## config.mk

```make
export PLATFORM = sky130hd
export DESIGN_NAME = gsh_front_flat
export DESIGN_NICKNAME = d
export VERILOG_FILES = /design/src/sv/gsh_pkg.sv /design/src/sv/gsh_if.sv /design/src/sv/gsh_front.sv /design/src/flat_wrapper.sv
export SDC_FILE = /design/constraint.sdc
export NUM_CORES = 2
export LEC_CHECK = 0
export ABC_AREA = 1
export BUFFER_PORTS_ARGS = -buffer_cell sky130_fd_sc_hd__buf_2
export CORE_MARGIN = 1
export CORE_UTILIZATION = 44
export CTS_BUF_LIST = sky130_fd_sc_hd__clkbuf_16
export DETAILED_ROUTE_END_ITERATION = 8
export MAX_ROUTING_LAYER = met4
export PLACE_DENSITY = 0.65
export SETUP_SLACK_MARGIN = 0.5
export SYNTH_ARGS = -nofsm -noshare
export SYNTH_HDL_FRONTEND = slang
export SYNTH_SLANG_ARGS = --single-unit
```

## constraint.sdc

```tcl
create_clock -name clock -period 28.9 [get_ports clock]
set_clock_uncertainty 0.2 [all_clocks]
set_input_delay 4.335 -clock clock [delete_from_list [all_inputs] [get_ports clock]]
set_output_delay 4.335 -clock clock [all_outputs]
set_load 0.1 [all_outputs]
```

## src/sv/gsh_pkg.sv

```systemverilog
`timescale 1ns / 1ps
// Package: shared types, constants and arithmetic helpers of the signature hash.
package gsh_pkg;

   localparam logic [63:0] GEO_MAGIC  = 64'h0012_0090_0240_05A0;
   localparam logic [63:0] FNV_BASIS  = 64'hCBF2_9CE4_8422_2325;
   localparam logic [63:0] SALT_LEFT  = 64'hAAAA_AAAA_AAAA_AAAA;
   localparam logic [63:0] SALT_RIGHT = 64'h5555_5555_5555_5555;
   localparam logic [8:0]  FNV_LOW    = 9'd435;

   localparam logic [31:0] PARAM_MOD   = 32'd1000000;
   localparam logic [32:0] RECIP_PMOD  = 33'h0_431B_DE83;
   localparam logic [10:0] CYCLE       = 11'd1440;
   localparam logic [21:0] RECIP_CYCLE = 22'd2982616;
   localparam logic [9:0]  PERMUTE     = 10'd973;

   localparam int unsigned QSHIFT = 20;
   localparam logic [20:0] RECIP_12  = 21'((2 ** QSHIFT) / 12);
   localparam logic [20:0] RECIP_120 = 21'((2 ** QSHIFT) / 120);
   localparam logic [20:0] RECIP_144 = 21'((2 ** QSHIFT) / 144);
   localparam logic [20:0] RECIP_162 = 21'((2 ** QSHIFT) / 162);

   localparam logic [9:0] FIB [16] = '{10'd1, 10'd1, 10'd2, 10'd3, 10'd5, 10'd8, 10'd13,
      10'd21, 10'd34, 10'd55, 10'd89, 10'd144, 10'd233, 10'd377, 10'd610, 10'd987};

   typedef struct packed {
      logic [7:0]  beam_code;
      logic [3:0]  zone;
      logic [3:0]  position;
      logic [14:0] frame_slot;
      logic [6:0]  flower;
      logic [3:0]  texture;
      logic [3:0]  face;
      logic [6:0]  face_slot;
      logic [7:0]  ico_index;
      logic [3:0]  phase;
   } gsh_fields_type;

   typedef struct packed {
      logic [31:0]    item_index;
      gsh_fields_type fields;
   } gsh_entry_type;

   // h * (2^40 + 435)
   function automatic logic [63:0] mul_prime(input logic [63:0] h);
      logic [63:0] low;
      low = h * 64'(FNV_LOW);
      return (h << 40) + low;
   endfunction

   function automatic logic [63:0] rotl13(input logic [63:0] h);
      return {h[50:0], h[63:51]};
   endfunction

   // x / d for x < 2^11 by reciprocal multiply and one correction
   function automatic logic [10:0] quot11(input logic [10:0] x, input logic [20:0] m,
                                          input logic [10:0] d);
      logic [31:0] prod;
      logic [10:0] q;
      logic [21:0] r;
      prod = 32'(x) * 32'(m);
      q = prod[30:20];
      r = 22'(x) - 22'(q) * 22'(d);
      if (r >= 22'(d)) begin
         q = q + 11'd1;
      end
      return q;
   endfunction

endpackage

```

## src/sv/gsh_if.sv

```systemverilog
`timescale 1ns / 1ps
// Interfaces: request and response channels with valid/ready handshake.
interface gsh_req_if;
   logic              valid;
   logic              ready;
   logic [31:0]       item_index;
   logic signed [7:0] item_weight;
   modport source (output valid, item_index, item_weight, input ready);
   modport sink   (input valid, item_index, item_weight, output ready);
endinterface


```

## src/sv/gsh_front.sv

```systemverilog
`timescale 1ns / 1ps
// Front: accepts requests and derives the encoding fields in a seven-stage pipeline.
module gsh_front
   import gsh_pkg::*;
(
   input  logic          clock,
   input  logic          reset,
   gsh_req_if.sink       req_ch,
   input  logic          queue_full,
   output logic          push,
   output gsh_entry_type push_data
);

   logic        adv;
   logic [6:0]  valid_ff;

   logic [31:0] idx1_ff, idx2_ff, idx3_ff, idx4_ff, idx5_ff, idx6_ff;
   logic [7:0]  code1_ff, code2_ff, code3_ff, code4_ff, code5_ff, code6_ff;
   logic [12:0] q1_ff, q1_in;
   logic [19:0] r2_ff, r2_in, r3_ff;
   logic [9:0]  qa3_ff, qa3_in;
   logic [10:0] enc4_ff, enc4_in;
   logic [20:0] p5_ff, p6_ff;
   logic [6:0]  d12_5_ff, d12_6_ff;
   logic [3:0]  r12_5_ff, r12_6_ff;
   logic [3:0]  face5_ff, face6_ff;
   logic [6:0]  fslot5_ff, fslot6_ff;
   logic [7:0]  ico5_ff, ico6_ff;
   logic [3:0]  tex5_ff, tex6_ff;
   logic [9:0]  pq6_ff, pq6_in;
   logic [3:0]  phase6_ff, phase6_in;
   gsh_entry_type entry7_ff, entry7_in;

   logic [10:0] d12_in, d120_in, d144_in, d162_in, d12b;
   logic [63:0] prod1, prod3, prod6;
   logic [19:0] t4;
   logic [20:0] pipe_t;
   logic [10:0] pipe7;

   assign adv          = !(valid_ff[6] && queue_full);
   assign req_ch.ready = adv;
   assign push         = valid_ff[6] && !queue_full;
   assign push_data    = entry7_ff;

   always_comb begin
      prod1 = 64'(req_ch.item_index) * 64'(RECIP_PMOD);
      q1_in = prod1[62:50];
      r2_in = 20'(idx1_ff - 32'(q1_ff) * PARAM_MOD);
      prod3 = 64'(r2_ff) * 64'(RECIP_CYCLE);
      qa3_in = prod3[41:32];
      t4 = r3_ff - 20'(qa3_ff) * 20'(CYCLE);
      if (t4 >= 20'(CYCLE)) begin
         enc4_in = 11'(t4 - 20'(CYCLE));
      end else begin
         enc4_in = 11'(t4);
      end
      d12_in  = quot11(enc4_ff, RECIP_12, 11'd12);
      d120_in = quot11(enc4_ff, RECIP_120, 11'd120);
      d144_in = quot11(enc4_ff, RECIP_144, 11'd144);
      d162_in = quot11(enc4_ff, RECIP_162, 11'd162);
      prod6  = 64'(p5_ff) * 64'(RECIP_CYCLE);
      pq6_in = prod6[41:32];
      d12b   = quot11(11'(d12_5_ff), RECIP_12, 11'd12);
      phase6_in = 4'(11'(d12_5_ff) - d12b * 11'd12);
      pipe_t = p6_ff - 21'(pq6_ff) * 21'(CYCLE);
      if (pipe_t >= 21'(CYCLE)) begin
         pipe7 = 11'(pipe_t - 21'(CYCLE));
      end else begin
         pipe7 = 11'(pipe_t);
      end
      entry7_in.item_index        = idx6_ff;
      entry7_in.fields.beam_code  = code6_ff;
      entry7_in.fields.zone       = code6_ff[7:4];
      entry7_in.fields.position   = code6_ff[3:0];
      entry7_in.fields.frame_slot = 15'(pipe7) * 15'd12 + 15'(r12_6_ff);
      entry7_in.fields.flower     = d12_6_ff;
      entry7_in.fields.texture    = tex6_ff;
      entry7_in.fields.face       = face6_ff;
      entry7_in.fields.face_slot  = fslot6_ff;
      entry7_in.fields.ico_index  = ico6_ff;
      entry7_in.fields.phase      = phase6_ff;
   end

   always_ff @(posedge clock) begin
      if (reset) begin
         valid_ff <= '0;
      end else if (adv) begin
         valid_ff <= {valid_ff[5:0], req_ch.valid};
      end
   end

   always_ff @(posedge clock) begin
      if (adv) begin
         idx1_ff  <= req_ch.item_index;
         code1_ff <= 8'(req_ch.item_weight) ^ 8'h80;
         q1_ff    <= q1_in;
         idx2_ff  <= idx1_ff;
         code2_ff <= code1_ff;
         r2_ff    <= r2_in;
         idx3_ff  <= idx2_ff;
         code3_ff <= code2_ff;
         r3_ff    <= r2_ff;
         qa3_ff   <= qa3_in;
         idx4_ff  <= idx3_ff;
         code4_ff <= code3_ff;
         enc4_ff  <= enc4_in;
         idx5_ff  <= idx4_ff;
         code5_ff <= code4_ff;
         p5_ff     <= 21'(enc4_ff) * 21'(PERMUTE);
         d12_5_ff  <= 7'(d12_in);
         r12_5_ff  <= 4'(enc4_ff - d12_in * 11'd12);
         face5_ff  <= 4'(d120_in);
         fslot5_ff <= 7'(enc4_ff - d120_in * 11'd120);
         ico5_ff   <= 8'(enc4_ff - d162_in * 11'd162);
         tex5_ff   <= 4'(d144_in);
         idx6_ff   <= idx5_ff;
         code6_ff  <= code5_ff;
         p6_ff     <= p5_ff;
         pq6_ff    <= pq6_in;
         d12_6_ff  <= d12_5_ff;
         r12_6_ff  <= r12_5_ff;
         face6_ff  <= face5_ff;
         fslot6_ff <= fslot5_ff;
         ico6_ff   <= ico5_ff;
         tex6_ff   <= tex5_ff;
         phase6_ff <= phase6_in;
         entry7_ff <= entry7_in;
      end
   end

endmodule

```

## src/flat_wrapper.sv

```systemverilog
// flat-port wrapper written by rule: the top's interface ports become plain ports
module gsh_front_flat import gsh_pkg::*;
  (clock, reset, queue_full, push, push_data, req_ch_valid, req_ch_item_index, req_ch_item_weight, req_ch_ready);
  gsh_req_if req_ch_i ();
  input  logic clock;
  input  logic reset;
  input  logic queue_full;
  output logic push;
  output gsh_entry_type push_data;
  input wire logic [$bits(req_ch_i.valid)-1:0] req_ch_valid;
  input wire logic [$bits(req_ch_i.item_index)-1:0] req_ch_item_index;
  input wire logic [$bits(req_ch_i.item_weight)-1:0] req_ch_item_weight;
  output wire logic [$bits(req_ch_i.ready)-1:0] req_ch_ready;
  assign req_ch_i.valid = req_ch_valid;
  assign req_ch_i.item_index = req_ch_item_index;
  assign req_ch_i.item_weight = req_ch_item_weight;
  assign req_ch_ready = req_ch_i.ready;
  gsh_front u_core (.clock(clock), .reset(reset), .req_ch(req_ch_i), .queue_full(queue_full), .push(push), .push_data(push_data));
endmodule
```

# Word level (Yosys, flattened, before mapping)
# Cells that the tools add are included.
[word_totals]
register_bits = 542
input_bits = 44
output_inout_bits = 99
word_cells = 106
[op_classes]
n_addsub = 20
multipliers = 22
magnitude_cmp = 7
muxes = 7
bitwise = 1
reduce_logical = 4
[ops]
columns = ["operator", "count"]
rows = [
  ["$mux W11", 6],
  ["$mul A32 B31 Y63 const B", 1],
  ["$sub A11 B12 Y13", 4],
  ["$mul A11 B13 Y24 const B", 2],
  ["$ge A22 B4 Y1 const B", 2],
  ["$ge A22 B8 Y1 const B", 2],
  ["$mul A11 B10 Y21 const B", 2],
  ["$sub A20 B20 Y20", 2],
  ["$mul A20 B19 Y39 const B", 1],
  ["$mul A21 B19 Y39 const B", 1],
  ["$mul A11 B17 Y28 const B", 1],
  ["$mul A7 B17 Y24 const B", 1],
  ["$ge A22 B7 Y1 const B", 1],
  ["$mul A11 B2 Y2 const B", 2],
  ["$sub A11 B11 Y11 const B", 2],
  ["$ge A21 B11 Y1 const B", 1],
  ["$sub A21 B21 Y21", 1],
  ["$ge A20 B11 Y1 const B", 1],
  ["$mul A10 B6 Y16 const B", 1],
  ["$add A15 B4 Y15", 1],
  ["$mul A10 B6 Y15 const B", 1],
  ["$mul A13 B14 Y14 const B", 1],
  ["$mul A11 B2 Y13 const B", 1],
  ["$mul A11 B4 Y4 const B", 1],
  ["18 further kinds", 22],
]

# Depth between registers and ports, before layout
[depth]
ltp_word = 7
mapped_depth = 47
mapped_depth_nobuf = 47

# Least setup slack after synthesis
# No wires, ideal clock.
[synth_path]
path_type = "input port to output port"
from = "in queue_full"
to = "out req_ch_ready"
arrival_ns = 15.207
required_ns = 24.365
slack_ns = 9.158
cell_stages = 1
path_buffers = 0
cell_sequence = "nand2_1"
[synth_between]
elab_chain_cells = 2
[synth_rtl]
columns = ["item", "line", "source"]
rows = [
  ["from (decl)", "flat_wrapper.sv:7", "input logic queue_full;"],
  ["$logic_and A1 B1 Y1", "gsh_front.sv:40", "assign adv = !(valid_ff[6] && queue_full);"],
  ["$logic_not A1 Y1", "gsh_front.sv:40", ""],
  ["to (decl)", "flat_wrapper.sv:13", "output wire logic [$bits(req_ch_i.ready)-1:0] req_ch_ready;"],
]
# Every way passes these cells.

# Final worst setup path
[layout_path]
from = "in req_ch_item_index[17]"
to = "reg u_core.q1_ff[8] (data pin)"
[layout_between]
elab_chain_cells = 1
[layout_rtl]
columns = ["item", "line", "source"]
rows = [
  ["from (decl)", "flat_wrapper.sv:11", "input wire logic [$bits(req_ch_i.item_index)-1:0] req_ch_item_index;"],
  ["$mul A32 B31 Y63", "gsh_front.sv:46", "prod1 = 64'(req_ch.item_index) * 64'(RECIP_PMOD);"],
  ["net u_core.prod1[58]", "gsh_front.sv:35", "logic [63:0] prod1, prod3, prod6;"],
  ["to (signal assigned)", "gsh_front.sv:96", "q1_ff <= q1_in;"],
  ["to (decl)", "gsh_front.sv:19", "logic [12:0] q1_ff, q1_in;"],
]
# The timed path passes the listed nets, and every way through them passes these cells.
# A chain may end at the register's enable or synchronous reset.

==> results.yml <==
outcome:
  status: "finished clean"
critical_path:
  slowest_delay_ps: 560
  cp_cell_sequence: "buf_2 -> ha_1 -> inv_1 -> fa_1 -> inv_1 -> fa_1 -> fa_1 -> inv_1 -> fa_1 -> fa_1 -> inv_1 -> fa_1 -> fa_1 -> ha_1 -> nand2_1 -> nor2_1 -> inv_1 -> nor4_1 -> nand3_1 -> o21ai_0 -> nand3_1 -> nand3_1 -> nand2_1"
  cp_data_arrival_time_ps: 10830
  critPathTopFamily: "adder cells"
  crit_slowest_cell: "fa_1"
  crit_buf_inv: 6
  cp.required_ps: 29070
  path_class: "in -> reg"
  crit_path_end_kind: "register"
  cp_max_fo: 11
  crit_path_frequent_cell: "fa_1"
  start_kind: "primary input"
synth:
  synth_xor_area_frac: 0.0323
  yosys.area_share.adder: 0.498
  async_flop_share: 0
  seq_area_frac_synth: 0.232
  synth_top_family_by_area: "adder cells"
  ys.flop_type: "edfxtp_1"
  ys_seq_elements: 491
  syn_area_per_cell_sq_um: 10.2
  synth_area_sq_um: 63100
  synthCells: 6206
  synth_enable_flop_cells: 484
  yosys_warnings: 0
  syn-num-nets: 8267
  synth.distinct_cells: 56
  yosys.area_share.simple: 0.0787
  synth_compound_area_frac: 0.0567
  synthMuxAreaShare: 0
die:
  start_util: 0.445
  die-area_sq_um: 145000
  die_h_um: 381
  chipWidth_um: 381
  ios: 143
  core_sq_um: 142000
  row_count: 138
global_route:
  track_usage: 0.206
  grt_pass1_wl_um: 230000
  grt_start_max_net_pins: 161
  grt_pass1_vias: 44100
  antenna_found_initial: 5
  grt-ovfl-total: 0
route:
  drc: 0
  postRouteWirelength_um: 142000
  wl_per_cell_um: 17.0
  drtPass1Iterations: 6
  route.vias.total: 41900
  vias_per_cell: 5.02
  drt_iter0_markers: 2018
  ant_nets: 0
final_layout:
  fillerInstances: 13200
  drive_gt1_frac: 0.0468
  diodes: 0
  fin_area_sq_um: 68000
  nNetsFinal: 8466
  areaGrowthSynthToFinish_pct: 7.67
clocking:
  post_cts_buffers: 0
  htree_levels: 2
  clock_latency_ps: 650
  cts_resized: 0
  cts_sinks: 491
  cts_tree: "done"
  clockBufferDepth: 3
  cts_hold_repair.buffers: 0
  clk_pin_slew_ps: 60
  root_buffer: "clkbuf_16"
  cts_made_buffers: 55
sta:
  hold_violations: 0
  slew_violations: 0
  tightest_slew_ps: 934
  fin_crit_sh: 0.369
  setup-tns-final_ps: 0
  rsz0062_at_grt: "false"
  fmax_mhz: 93.8
  slew_headroom: 0.377
  fin_crit_ps: 10660
  setup-violations-final: 0
placement:
  port_buffers: 142
  place_hpwl_um: 121000
  gp_congestion: 1.00
  post_dp_cell_area_sq_um: 66200
flow_run:
  cap_violations: 0
worst_hold_path:
  hold_class: "reg -> reg"
-- routing by layer --
| metal | share of wire | track usage |
|---|---|---|
| met2 | 0.49 | 0.347 |
| met5 | 0 | - |
| met3 | 0.049 | 0.0253 |
| met4 | 0.018 | 0.0415 |
| met1 | 0.44 | 0.266 |
-- placed cells by master, fill, tap and decap left out, types with 12 or more instances in the layout --
master,Yosys,routed
buf_4,17,16
a31oi_1,28,28
nand4_1,51,51
nor3_1,46,46
a211oi_1,12,12
inv_1,1677,1684
xnor2_1,84,84
edfxtp_1,484,484
buf_2,0,142
ha_1,1191,1191
xor2_1,138,138
nand2_1,615,614
a21oi_1,312,312
nand3_1,149,149
nor4_1,22,22
nor2_1,206,206
o21a_1,15,15
fa_1,826,826
clkbuf_16,0,55
a21o_1,23,23
o21bai_1,15,15
o211ai_1,18,18
o21ai_0,138,138
-- final timing paths --
check        depth (start not counted)                   to                  start  slack [ps]
max                                 23      u_core.q1_ff[8]  req_ch_item_index[17]       18240
min                                  0    u_core.idx5_ff[9]      u_core.idx4_ff[9]         200
max reg2reg                         47  u_core.fslot5_ff[6]      u_core.enc4_ff[5]       18990
min reg2reg                          0    u_core.idx5_ff[9]      u_core.idx4_ff[9]         200
-- state kept, by name, indices dropped and copies added (netlist names), 10 cells and up --
name / flops
u_core.p5_ff: 19
u_core.idx5_ff: 29
u_core.idx6_ff: 29
u_core.enc4_ff: 11
u_core.r3_ff: 20
u_core.idx2_ff: 26
u_core.r2_ff: 20
u_core.idx4_ff: 27
u_core.q1_ff: 13
u_core.qa3_ff: 10
u_core.push_data: 81
u_core.idx1_ff: 32
u_core.p6_ff: 19
u_core.idx3_ff: 26
u_core.pq6_ff: 10
-- cell usage after synthesis, drive strengths merged (2+ instances only) --
master / count / share of area
a31o: 2 / 0.00028
nor4: 23 / 0.0024
nand3b: 6 / 0.00071
o21a: 15 / 0.0018
xnor2: 84 / 0.012
a221oi: 5 / 0.00069
o21bai: 15 / 0.0018
o2111ai: 5 / 0.00069
o31ai: 9 / 0.0011
o21ai: 153 / 0.012
a21o: 23 / 0.0027
a21boi: 12 / 0.0014
xor2: 144 / 0.021
a31oi: 28 / 0.0028
fa: 826 / 0.26
inv: 1679 / 0.10
nor2: 211 / 0.013
nand3: 155 / 0.013
a21oi: 313 / 0.025
or2: 8 / 0.00079
dfxtp: 7 / 0.0022
a211oi: 12 / 0.0014
and2: 5 / 0.00050
nand4: 51 / 0.0051
o211ai: 18 / 0.0021
nand2: 628 / 0.038
edfxtp: 484 / 0.23
buf: 17 / 0.0020
o211a: 3 / 0.00048
nor3: 55 / 0.0051
o221ai: 9 / 0.0012
a2111oi: 2 / 0.00028
ha: 1191 / 0.24
-- logic make-up (layout without fill, tap and decap cells) --
group | count (synthesis) | count (layout)
adder cells (fa/ha/maj) | 2017 | 2017
flip-flops | 491 | 491
buffers and inverters | 1696 | 1939
AO/OA/AOI/OAI | 628 | 628
AND/OR/NAND/NOR | 1146 | 1146
XOR/XNOR | 228 | 228
-- cell type report --
type	instances	area (sq um)	area share
multi-input cells	4019	42000	0.618
flip-flops and latches	491	14700	0.216
inverters	1679	6300	0.0927
well taps	1890	2360	0.0348
clock buffers	55	1380	0.0202
repair buffers	159	851	0.0125
clock inverters	46	372	0.00547
-- through the flow --
step / utilization / instances / hold WS (ps) / setup slack (ps)
floorplan: - / 6206 / 200 / 9160
detailed placement: 0.467 / 8238 / 205 / 17680
global placement: 0.467 / 8238 / 200 / 17720
global route: 0.479 / 8339 / 209 / 17850
CTS: 0.479 / 8339 / 191 / 18340
finish: 0.479 / 8339 / 200 / 18240
Power is not shown: default switching activity piles up to over one toggle a cycle in this logic, so the estimate is an artifact.
