--- config.mk ---
export PLATFORM = sky130hd
export DESIGN_NAME = gsh_queue
export DESIGN_NICKNAME = d
export VERILOG_FILES = /design/src/sv/gsh_pkg.sv /design/src/sv/gsh_queue.sv
export SDC_FILE = /design/constraint.sdc
export NUM_CORES = 1
export LEC_CHECK = 0
export BUFFER_PORTS_ARGS = -buffer_cell sky130_fd_sc_hd__clkbuf_2
export CAP_MARGIN = 5
export CORE_ASPECT_RATIO = 0.5
export CORE_MARGIN = 1.5
export CORE_UTILIZATION = 50
export CTS_BUF_LIST = sky130_fd_sc_hd__clkbuf_8 sky130_fd_sc_hd__clkbuf_16
export DETAILED_ROUTE_END_ITERATION = 16
export GPL_ROUTABILITY_DRIVEN = 0
export PLACE_DENSITY = 0.71
export SYNTH_ARGS = -nofsm -noshare
export SYNTH_HDL_FRONTEND = slang
export SYNTH_SLANG_ARGS = --single-unit
--- constraint.sdc ---
create_clock -name clock -period 4.1 [get_ports clock]
set_input_delay 0.41 -clock clock [delete_from_list [all_inputs] [get_ports clock]]
set_output_delay 0.41 -clock clock [all_outputs]
set_load 0.05 [all_outputs]
--- src/sv/gsh_pkg.sv ---
`timescale 1ns / 1ps
// Package: shared types, constants and arithmetic helpers of the signature hash.
package gsh_pkg;

   localparam logic [63:0] GEO_MAGIC  = 64'h0012_0090_0240_05A0;
   localparam logic [63:0] FNV_BASIS  = 64'hCBF2_9CE4_8422_2325;
   localparam logic [63:0] SALT_LEFT  = 64'hAAAA_AAAA_AAAA_AAAA;
   localparam logic [63:0] SALT_RIGHT = 64'h5555_5555_5555_5555;
   localparam logic [8:0]  FNV_LOW    = 9'd435;

   localparam logic [31:0] PARAM_MOD   = 32'd1000000;
   localparam logic [32:0] RECIP_PMOD  = 33'h0_431B_DE83;
   localparam logic [10:0] CYCLE       = 11'd1440;
   localparam logic [21:0] RECIP_CYCLE = 22'd2982616;
   localparam logic [9:0]  PERMUTE     = 10'd973;

   localparam int unsigned QSHIFT = 20;
   localparam logic [20:0] RECIP_12  = 21'((2 ** QSHIFT) / 12);
   localparam logic [20:0] RECIP_120 = 21'((2 ** QSHIFT) / 120);
   localparam logic [20:0] RECIP_144 = 21'((2 ** QSHIFT) / 144);
   localparam logic [20:0] RECIP_162 = 21'((2 ** QSHIFT) / 162);

   localparam logic [9:0] FIB [16] = '{10'd1, 10'd1, 10'd2, 10'd3, 10'd5, 10'd8, 10'd13,
      10'd21, 10'd34, 10'd55, 10'd89, 10'd144, 10'd233, 10'd377, 10'd610, 10'd987};

   typedef struct packed {
      logic [7:0]  beam_code;
      logic [3:0]  zone;
      logic [3:0]  position;
      logic [14:0] frame_slot;
      logic [6:0]  flower;
      logic [3:0]  texture;
      logic [3:0]  face;
      logic [6:0]  face_slot;
      logic [7:0]  ico_index;
      logic [3:0]  phase;
   } gsh_fields_type;

   typedef struct packed {
      logic [31:0]    item_index;
      gsh_fields_type fields;
   } gsh_entry_type;

   // h * (2^40 + 435)
   function automatic logic [63:0] mul_prime(input logic [63:0] h);
      logic [63:0] low;
      low = h * 64'(FNV_LOW);
      return (h << 40) + low;
   endfunction

   function automatic logic [63:0] rotl13(input logic [63:0] h);
      return {h[50:0], h[63:51]};
   endfunction

   // x / d for x < 2^11 by reciprocal multiply and one correction
   function automatic logic [10:0] quot11(input logic [10:0] x, input logic [20:0] m,
                                          input logic [10:0] d);
      logic [31:0] prod;
      logic [10:0] q;
      logic [21:0] r;
      prod = 32'(x) * 32'(m);
      q = prod[30:20];
      r = 22'(x) - 22'(q) * 22'(d);
      if (r >= 22'(d)) begin
         q = q + 11'd1;
      end
      return q;
   endfunction

endpackage

--- src/sv/gsh_queue.sv ---
`timescale 1ns / 1ps
// Queue: small register FIFO between front and back.
module gsh_queue
   import gsh_pkg::*;
#(
   parameter int DEPTH = 4
) (
   input  logic          clock,
   input  logic          reset,
   input  logic          push,
   input  gsh_entry_type push_data,
   input  logic          pop,
   output gsh_entry_type head,
   output logic          full,
   output logic          empty
);

   localparam int PW = $clog2(DEPTH);
   localparam int CW = $clog2(DEPTH + 1);

   gsh_entry_type mem_ff [DEPTH];
   logic [PW-1:0] wr_ff, wr_in, rd_ff, rd_in;
   logic [CW-1:0] count_ff, count_in;

   assign full  = (count_ff == CW'(DEPTH));
   assign empty = (count_ff == '0);
   assign head  = mem_ff[rd_ff];

   always_comb begin
      wr_in    = wr_ff;
      rd_in    = rd_ff;
      count_in = count_ff;
      if (push) begin
         wr_in = (wr_ff == PW'(DEPTH - 1)) ? '0 : wr_ff + PW'(1);
      end
      if (pop) begin
         rd_in = (rd_ff == PW'(DEPTH - 1)) ? '0 : rd_ff + PW'(1);
      end
      if (push && !pop) begin
         count_in = count_ff + CW'(1);
      end else if (pop && !push) begin
         count_in = count_ff - CW'(1);
      end
   end

   always_ff @(posedge clock) begin
      if (reset) begin
         wr_ff    <= '0;
         rd_ff    <= '0;
         count_ff <= '0;
      end else begin
         wr_ff    <= wr_in;
         rd_ff    <= rd_in;
         count_ff <= count_in;
      end
   end

   always_ff @(posedge clock) begin
      if (push) begin
         mem_ff[wr_ff] <= push_data;
      end
   end

`ifndef NO_ASSERTIONS
   a_no_overflow: assert property (@(posedge clock) disable iff (reset) push |-> !full)
      else $error("transfer into full queue");
   a_no_underflow: assert property (@(posedge clock) disable iff (reset) pop |-> !empty)
      else $error("pop from empty queue");
   a_count_up: assert property (@(posedge clock) disable iff (reset)
      (push && !pop) |=> count_ff == $past(count_ff) + CW'(1))
      else $error("queue count did not follow push");
`endif

endmodule

* After elaboration in Yosys (flattened, before gate mapping)
Memory sizes are Yosys's and may differ from the RTL's. A register that Yosys moved wholly into a read port is not among the register bits. Cells that the tools add are included.
Word-level totals: bits in registers 7, RAM bits 388, bits of input ports 101, output and inout port bits 99, word-level logic and storage cells 25, memories 1
Memory list:
- mem_ff | words 4, width 97, read ports 1, clocked after Yosys merged registers in 1, wr ports 1, RTL line gsh_queue.sv:21 | gsh_entry_type mem_ff [DEPTH];
Cells by class: add/sub/neg operators 4, equal/unequal tests 3, muxes and demuxes 8, reductions and logical operators 6
Operators by type and width (count):
- two-way mux 2 bit | 4
- two-way mux 3 bit | 2
- adder 2 x 1 -> 2 bit, second input constant | 2
- == test 2 bit, second input constant | 2
- adder 3 x 1 -> 3 bit, second input constant | 1
- == test 3 bit, second input constant | 1
- logical NOT 3 bit | 1
- subtractor 3 x 1 -> 3 bit, second input constant | 1
- logical AND 1 bit | 2
- logical NOT 1 bit | 2
- two-way mux 1 bit | 2
- nonzero test 2 bit | 1

* Longest topological paths before layout
Gate-level depths: netlist of run 1.
depth after elaboration 4, mapped depth 7, mapped depth without buffers 7

* Worst setup path after synthesis of run 1
No wires, ideal clock.
path kind register to register, from register wr_ff[0], to memory mem_ff[3][0] (netlist bit), enable pin, library setup time 0.466 ns, arrival 2.790 ns, required time 3.634 ns, setup slack 0.844 ns, stages on the path, launching flop included 3, path buffers 0, clock period less this slack 3.256 ns, path through dfxtp_1 ha_1 and2_1
RTL lines:
- start, declared | RTL line gsh_queue.sv:22 | logic [PW-1:0] wr_ff, wr_in, rd_ff, rd_in;
- start signal, assigned | RTL line gsh_queue.sv:52 | wr_ff <= wr_in;
- end, declared | RTL line gsh_queue.sv:21
No word-level cell before the write port.

==> impl_results.md, run 1 <==
- CP Capture Type: output pin
- RSZ-0062 raised after global routing: no
- CP max FO: 38
- CP Launch Type: register
- Chip Height: 123.1 um
- Yosys reg bits: about 400
- Initial Util: roughly half
- CTS Sinks: roughly 400
- Flop pwr share: a little over half
- Antenna Violating Nets Remaining: 0
- Crit-path cells: buf_4 > mux4_2 > clkbuf_2
- Max IR drop VDD: 0.2309 mV
- Design Power: about 8900 uW
- Crit path required time: around 3.7 ns
- GRT Overall Usage: ~17%
- Clk network pwr share: 34.2%
- Max-cap viol count: 0
- Initial antenna violation count: 1
- Static Leak: about 0.0057 uW
- Row count: 43
- Max incr delay on CP: between 0.6 and 0.7 ns
- Final #Nets: around 880
- Syn avg cell area: around 26 sq um
- Internal: 6663 uW
- M1 GR Usage: between 20% and 30%
- Fin crit period: ~2.8 ns
- Final Core Density: about three fifths
- # IOs: 200
- GR Overflow Total: 0
- Post-synth top flop: edfxtp_1
- Slew at the pin closest to its max-slew limit: between 0.7 and 0.8 ns
- Slew margin rel.: 48.44%
- First-pass GRT wire length: ~39 mm
- Top delay family on crit path: buffers and inverters
- Clock transition at path regs: approximately 0.070 ns
- Synth warn: 0
- Outcome: completed
- Avg WL per Cell: 21.74 um
- CP max stage cell: buf_4
- Max Root-Sink Buffers: 3
- HPWL after DPL: ~15 mm
- Unique masters post-synth: 19
- Busiest grt layer: met2
- Synth top area share: roughly four fifths
- CTS root buf: clkbuf_16
- Cell accounting for the most synthesized area: edfxtp_1
- Most instantiated cells after synthesis: edfxtp_1 (388), mux4_2 (97), buf_2 (11), dfxtp_1 (9), nor2_1 (7)
- Net Sw Frac: approximately 25%
- Detailed-route via count: 6330
- Post-CTS setup buffers: 0
- Net switching power: 2198 uW
- Area Overhead vs Synth: 17.49%
- Power per cell area: roughly 520 nW/um^2
- Period utilisation layout: 69.00%
- Vias in the first global route: roughly 6700
- Arr. time, crit path: approximately 2.4 ns
- Die width: about 240 um
- Hold Buf Count CTS: 0
- Core area: between 20000 and 30000 sq um
- Synthesized netlist cell count: approximately 550
- Via density: 5.374
- Post-synthesis sequential area ratio: between 80% and 90%
- Mapped Nets: 659
- Met2 Use GR: between 30 and 40%
- Most common cell in the synthesized netlist: edfxtp_1
- Count of pins over their slew limit: 0
- Skew final: ~0.007 ns
- DRC Markers: 0
- Post-Syn Area: approximately 14000 sq um
- Logic pwr share: around 13%
- HP Class: in -> reg
- Pre-antenna DRT Iters: 4
- CTS buffer count: 34
- Fraction of registers with async set/reset: 0%
- Critical path class: reg -> out
- Most area-consuming cells after synthesis: edfxtp_1 (81%), mux4_2 (15%), dfxtp_1 (1.2%)
- Pin count of the biggest net entering global routing: just under 60
- Final hold vios: 0
- Drt total wl: roughly 26 mm
- TritonCTS clock tree: yes
- Full die area: between 20000 and 30000 sq um
- Setup violators final: 0
- Post-synth EDFFs: roughly 390
- Layout cells sized above 1: 44.53%
- Met3 Use GR: roughly 3.6%
- Worst-skew pair later-pin latency: around 0.51 ns
- FMAX: around 0.35 GHz
- CTS resizes: 0
- H-Tree Depth: 2
- Buf+Inv Stages, Crit Path: 2
- Port Buffers: 199
- Post-route setup TNS: 0 ns
- Initial DRC Count: 437
path summary, 6_finish.rpt:
| kind | startpoint | to | slack, ns | depth (start not counted) |
|---|---|---|---|---|
| hold reg to reg | count_ff[2]$_SDFFE_PP0P_ | count_ff[2]$_SDFFE_PP0P_ | 0.51 | 2 |
| setup / recovery | register | head[53] | 1.27 | 3 |
| setup reg to reg | wr_ff[0]$_SDFFE_PP0P_ | mem_ff[3][68]$_DFFE_PP_ | 2.08 | 3 |
| hold / removal | push_data[6] | mem_ff[2][6]$_DFFE_PP_ | 0.11 | 1 |
sequential cells by signal, summed over array words and instances (netlist names), named ones only:
| register | flops |
|---|---|
| rd_ff | 2 |
| wr_ff | 2 |
| count_ff | 3 |
| mem_ff | 388 |
area by class of cell:
class | instances | area, sq um
tap | 382 | 478.0
antenna | 1 | 2.502
multi-input combinational | 128 | 2440
timing repair buffer | 206 | 1124
clock inverter | 23 | 123.9
sequential | 397 | 11840
inverter | 4 | 15.01
fill | 1973 | 11080
clock buffer | 37 | 925.9
power by group through the flow:
| stage | combinational, uW | sequential [uW] | clock (uW) |
|---|---|---|---|
| global placement | 1130 | 4780 | 0 |
| CTS | 1140 | 4710 | 3110 |
| floorplan | 854 | 4780 | 0 |
| global route | 1180 | 4720 | 3260 |
| detailed placement | 1140 | 4800 | 0 |
| finish | 1120 | 4700 | 3030 |
worst register-to-register path: stages, from the launching register on:
cell,delay (ns)
dfxtp_1,0.41
ha_1,0.20
and2_4,0.64
buf_12,0.40
cell families after synthesis:
| group | Yosys count | synth area share, % |
|---|---|---|
| and+or+nand+nor | 15 | 0.5377 |
| muxes | 101 | 15.42 |
| AOI/OAI and AO/OA | 3 | 0.1041 |
| buffers and inverters | 26 | 1.136 |
| adders and majority gates | 7 | 0.6592 |
| DFF | 397 | 82.02 |
| xor gates and xnor gates | 2 | 0.1215 |
placed cells by master, fill, tap and decap left out:
master,count
buf_12,6
dfxtp_4,2
mux2i_1,4
a21oi_1,2
clkinv_2,6
nor2_1,7
xor2_1,2
clkbuf_16,37
clkinvlp_4,1
buf_4,1
bufinv_16,1
or3_1,1
o21ai_0,1
dfxtp_1,7
mux4_2,97
clkbuf_2,199
nor3_1,1
ha_1,6
and2_4,4
clkinv_1,11
nor3b_1,2
fa_1,1
diode_2,1
edfxtp_1,388
inv_1,8
per-layer routing:
layer	part of all wire, %	vias up	wire, um
met5	0	-	0
met4	1.7	0	425
met3	4.2	39	1067
met2	54	117	13800
met1	40	3353	10310
li1	-	2821	-
stage by stage:
| step | area, sq um | std cells | hold WS [ns] | worst slack, ns |
|---|---|---|---|---|
| after floorplan | 14430 | 551 | 0.4603 | 0.8440 |
| after detailed placement | 15900 | 1117 | 0.5075 | 1.769 |
| after global placement | 15900 | 1117 | 0.4832 | 1.774 |
| after global routing | 16950 | 1177 | 0.09292 | 1.101 |
| after CTS | 16950 | 1177 | 0.08616 | 1.208 |
| final | 16950 | 1178 | 0.1099 | 1.271 |
Note: power is estimated with default switching activity, not from simulation.
==> run 2: changes to the inputs <==
==> constraint.sdc (replaced) <==
create_clock -name clock -period 2.8 [get_ports clock]
set_input_delay 0.28 -clock clock [delete_from_list [all_inputs] [get_ports clock]]
set_output_delay 0.28 -clock clock [all_outputs]
set_load 0.05 [all_outputs]
==> run 2 against run 1 <==
  * Cell area increased by 6.8%
  * Core utilization increased by 4.1 points
  * Sequential share of layout area decreased by 4.5 points
  * Sequential cell count unchanged
  * Critical path type unchanged
  * Critical endpoint is now head[29]
==> impl_results.md, run 2 (synthesized netlist as in run 1, its figures left out) <==
- Layout cells sized above 1: 40.42%
- Arr. time, crit path: 2.26 ns
- Crit-path cells: buf_12 > mux4_2 > clkbuf_2
- Port Buffers: between 150 and 200
- Drt total wl: approximately 28 mm
- TritonCTS clock tree: yes
- Crit path required time: ~2.5 ns
- Post-Place Worst Slack: roughly 0.75 ns
- Slew margin rel.: a little under three fifths
- Max-cap viol count: 0
- Row count: between 40 and 50
- Die width: approximately 240 um
- Design Power: approximately 13000 uW
- Final WS setup: ~0.26 ns
- Final-layout fill cell count: 1866
- CTS buffer count: 35
- Met3 Use GR: 3.213%
- Worst-skew pair later-pin latency: around 0.51 ns
- Net switching power: roughly 3300 uW
- Placement Cell Area: roughly 16000 sq um
- RSZ-0062 raised after global routing: no
- HPWL after DPL: between 15 and 20 mm
- CP Launch Type: register
- Register area: around 12000 sq um
- GR Overflow Total: 0
- Max IR drop VDD: slightly below 0.4 mV
- Initial Util: between 50% and 60%
- Setup violators final: 0
- DRC Markers: 0
- Fin area: approximately 18000 sq um
- Biggest register: mem_ff
- CTS root buf: clkbuf_16
- Multi-input gate area: roughly 2400 sq um
- Initial DRC Count: roughly 440
- Busiest grt layer: met2
- Clock transition at path regs: 0.07 ns
- Final hold vios: 0
- Max reg flops: ~390
- Fin crit period: 2.540 ns
- Post-CTS setup buffers: 0
- Max Root-Sink Buffers: 3
- Top flop regs: mem_ff: 388 flops, count_ff: 3 flops
- Chip Height: between 100 and 150 um
- Power per cell area: approximately 750 nW/um^2
- CTS Sinks: about 400
- Area Overhead vs Synth: 25.51%
- Slew at the pin closest to its max-slew limit: around 0.64 ns
- Buf+Inv Stages, Crit Path: 2
- GRT Overall Usage: between 10% and 20%
- Skew final: around 0.017 ns
- Clk network pwr share: 35.6%
- CP max FO: 64
- Via density: between 5 and 6
- Vias in the first global route: about 7500
- Logic pwr share: between 10% and 20%
- Static Leak: between 0.006 and 0.007 uW
- Final #Nets: 980
- Full die area: 29940 sq um
- M1 GR Usage: between 20% and 30%
- CTS resizes: 0
- Net Sw Frac: 24.59%
- # IOs: 200
- Critical path class: reg -> out
- H-Tree Depth: 2
- Initial antenna violation count: 2
- Pre-antenna DRT Iters: 4
- Avg WL per Cell: 21.51 um
- CP Capture Type: output pin
- Met2 Use GR: approximately a third
- Pin count of the biggest net entering global routing: between 90 and 100
- FMAX: approximately 0.4 GHz
- Antenna Violating Nets Remaining: 0
- Detailed-route via count: about 7000
- Internal: a little over 10000 uW
- CP max stage cell: mux4_2
- HP Class: in -> reg
- Count of pins over their slew limit: 0
- WHS: around 0.033 ns
- Flop pwr share: between 50% and 60%
- Max incr delay on CP: 0.61 ns
- Commonest non-fill, non-tap cells in the layout: edfxtp_1 (388), clkbuf_2 (199), mux4_2 (97)
- Outcome: completed
- Top delay family on crit path: buffers and inverters
- First-pass GRT wire length: between 40 and 50 mm
- Post-route setup TNS: 0 ns
- Period utilisation layout: slightly above 90%
- Leading cell type in the layout, fill and taps excluded: edfxtp_1
- Core area: ~28000 sq um
## run 2: layout make-up
class / instances / area share [%]
inverters: 4 / 0.08293
well taps: 382 / 2.640
clock buffers: 38 / 5.190
flip-flops and latches: 397 / 65.39
diodes: 2 / 0.02764
clock inverters: 25 / 1.168
multi-input cells: 128 / 13.48
repair buffers: 306 / 12.02
## run 2: power by group through the flow
| stage | logic [uW] | clock network (uW) | registers [uW] |
|---|---|---|---|
| 5_1_grt | 1910 | 5170 | 6890 |
| 6_report | 1820 | 4810 | 6870 |
| 4_1_cts | 1850 | 4910 | 6870 |
| 2_1_floorplan | 1250 | 0 | 6980 |
| 3_3_place_gp | 1700 | 0 | 6980 |
| 3_5_place_dp | 1730 | 0 | 7000 |
## run 2: metrics by stage
step | std cells | util [%]
after floorplan | 551 | -
after global placement | 1121 | 57.04
after detailed placement | 1121 | 57.04
after CTS | 1280 | 64.57
after global routing | 1282 | 64.59
final | 1282 | 64.59
## run 2: worst paths after layout
kind / from / to / slack (ns) / depth (start not counted)
min: push_data[57] / mem_ff[3][57]$_DFFE_PP_ / 0.03 / 1
max reg2reg: wr_ff[0]$_SDFFE_PP0P_ / mem_ff[1][51]$_DFFE_PP_ / 1.04 / 3
max: register / head[29] / 0.26 / 3
min reg2reg: count_ff[2]$_SDFFE_PP0P_ / count_ff[2]$_SDFFE_PP0P_ / 0.54 / 2
## run 2: layer usage
metal / wire [um] / vias to the layer above
li1: - / 3028
met1: 11410 / 3590
met2: 14540 / 128
met3: 918 / 58
met4: 703 / 0
met5: 0 / -
## run 2: timing repair
action                     4_1_cts  5_1_grt
setup endpoints to repair        0        0
hold endpoints to repair       382        0
hold buffers                    96        0
==> run 3: changes to the inputs <==
--- a/config.mk
+++ b/config.mk
@@ -14,6 +14,7 @@
 export DETAILED_ROUTE_END_ITERATION = 16
 export GPL_ROUTABILITY_DRIVEN = 0
 export PLACE_DENSITY = 0.71
+export SLEW_MARGIN = 20
 export SYNTH_ARGS = -nofsm -noshare
 export SYNTH_HDL_FRONTEND = slang
 export SYNTH_SLANG_ARGS = --single-unit
==> constraint.sdc (replaced) <==
create_clock -name clock -period 3 [get_ports clock]
set_input_delay 0.3 -clock clock [delete_from_list [all_inputs] [get_ports clock]]
set_output_delay 0.3 -clock clock [all_outputs]
set_load 0.05 [all_outputs]
==> run 3 against run 2 <==
  * Combinational power shrank 8%
  * Global-route usage shrank 0.36 points
  * Final cell count decreased by 0.86%
  * Via count is 0.22% lower
  * Setup slack improved by 0.14 ns
  * Die area stayed put
  * Critical path depth unchanged
  * Largest power group unchanged
  * Highest routed layer unchanged
==> impl_results.md, run 3 (synthesized netlist as in run 1, its figures left out) <==
- Outcome: completed
- CTS buffer count: 35
- Initial antenna violation count: 0
- Vias in the first global route: 7378
- Via density: around 5.3
- Slew margin rel.: 57.68%
- TritonCTS clock tree: yes
- Pin count of the biggest net entering global routing: 98
- Fin crit period: approximately 2.6 ns
- RSZ-0062 raised after global routing: no
- Hold Path Depth: 1
- Top flop regs: mem_ff: 388 flops, count_ff: 3 flops
- R2R cell count: 3
- CTS root buf: clkbuf_16
- CP Capture Type: output pin
- Die width: between 200 and 250 um
- Full die area: ~30000 sq um
- Leading cell type in the layout, fill and taps excluded: edfxtp_1
- Placement Cell Area: between 15000 and 20000 sq um
- Slew at the pin closest to its max-slew limit: 0.6348 ns
- Final #Nets: 972
- Skew final: a little over 0.008 ns
- Initial Util: between 50% and 60%
- Commonest non-fill, non-tap cells in the layout: edfxtp_1 (388), clkbuf_2 (199), mux4_2 (97)
- Detailed-route via count: about 6800
- Post-route setup TNS: 0 ns
- Area Overhead vs Synth: 23.97%
- CTS Sinks: a little under 400
- H-Tree Depth: 2
- Chip Height: between 100 and 150 um
- Antenna Violating Nets Remaining: 0
- GR Overflow Total: 0
- Multi-input gate area: around 2400 sq um
- Pre-antenna DRT Iters: 6
- Final hold vios: 0
- Fin area: 17880 sq um
- Critical path class: reg -> out
- Design Power: 12180 uW
- Period utilisation layout: between 80 and 90%
- Avg WL per Cell: 21.56 um
- Core area: about 28000 sq um
- Post-CTS setup buffers: 0
- Max Root-Sink Buffers: 3
- CP max FO: 30
- DRC Markers: 0
- Biggest register: mem_ff
- Final-layout fill cell count: approximately 1900
- Max-cap viol count: 0
- N_diodes: 0
- Row count: 43
- Initial DRC Count: between 500 and 600
- Power per cell area: 681.0 nW/um^2
- Arr. time, crit path: 2.30 ns
- Register area: 11840 sq um
- HP Class: in -> reg
- Count of pins over their slew limit: 0
- Max reg flops: ~390
- Post-route met1 wirelength: 11.31 mm
- Met2 wire length: ~14 mm
- FMAX: just under 0.4 GHz
- Crit path required time: ~2.7 ns
- # IOs: 200
- Drt total wl: between 20 and 30 mm
- Port Buffers: 199
- Static Leak: between 0.006 and 0.007 uW
- Top sig layer: met4
- First-pass GRT wire length: about 42 mm
- CP Launch Type: register
- GRT Overall Usage: between 10% and 20%
- Max IR drop VDD: 0.3445 mV
- Layout cells sized above 1: around two fifths
- Clock transition at path regs: approximately 0.06 ns
- Routed wl met3: between 1 and 1.5 mm
- HPWL after DPL: ~16 mm
- Setup violators final: 0
- Worst-skew pair later-pin latency: ~0.51 ns
[run 3: cell types whose count changed in the layout (fill, tap and decap cells not counted), sizes merged]
cell         change
buf              -1
clkinv           +2
clkbuf           -1
inv              +2
bufinv           -4
diode            -2
dlygate4sd3      -7
[run 3: final timing paths]
kind	start	end	slack (ns)
max reg2reg	wr_ff[0]$_SDFFE_PP0P_	mem_ff[3][49]$_DFFE_PP_	1.23
min	push_data[18]	mem_ff[2][18]$_DFFE_PP_	0.02
max	register	head[67]	0.40
min reg2reg	count_ff[2]$_SDFFE_PP0P_	count_ff[2]$_SDFFE_PP0P_	0.51
[run 3: report_power, final]
group	switching (uW)	internal, uW	leakage [uW]
Combinational	1130	541	0.00195
Clock	1850	2230	0.000552
Sequential	73.7	6350	0.00364
Total	3060	9120	0.00614
[run 3: area by class of cell]
| cell class | instances | share of cell area (%) |
|---|---|---|
| clock buffers | 37 | 5.178 |
| well taps | 382 | 2.673 |
| inverters | 4 | 0.08396 |
| multi-input cells | 128 | 13.64 |
| flip-flops and latches | 397 | 66.20 |
| repair buffers | 298 | 11.60 |
| clock inverters | 25 | 0.6157 |
[run 3: through the flow]
step	cells	utilization (%)	setup slack, ns	hold slack [ns]
after global placement	1120	56.92	0.8876	0.4865
after CTS	1271	63.80	0.3374	0.00007971
after detailed placement	1120	56.92	0.8873	0.4982
final	1271	63.80	0.3985	0.02006
after global routing	1271	63.80	0.2616	0.001345
after floorplan	551	-	0.8085	0.3691
[run 3: critical path, cell delays in order (launching register included)]
cell	delay, ns
dfxtp_4	0.63
buf_12	0.31
mux4_2	0.55
clkbuf_2	0.25
[run 3: routing by layer]
metal	vias to the layer above	global-route usage, %
li1	3002	-
met1	3596	23.72
met2	148	32.75
met3	43	3.451
met4	0	6.405
met5	-	0
[run 3: what timing repair did]
| action | CTS | global route |
|---|---|---|
| hold buffers | 89 | 0 |
| endpoints found under the hold margin | 344 | 0 |
| resized for setup | 0 | 0 |
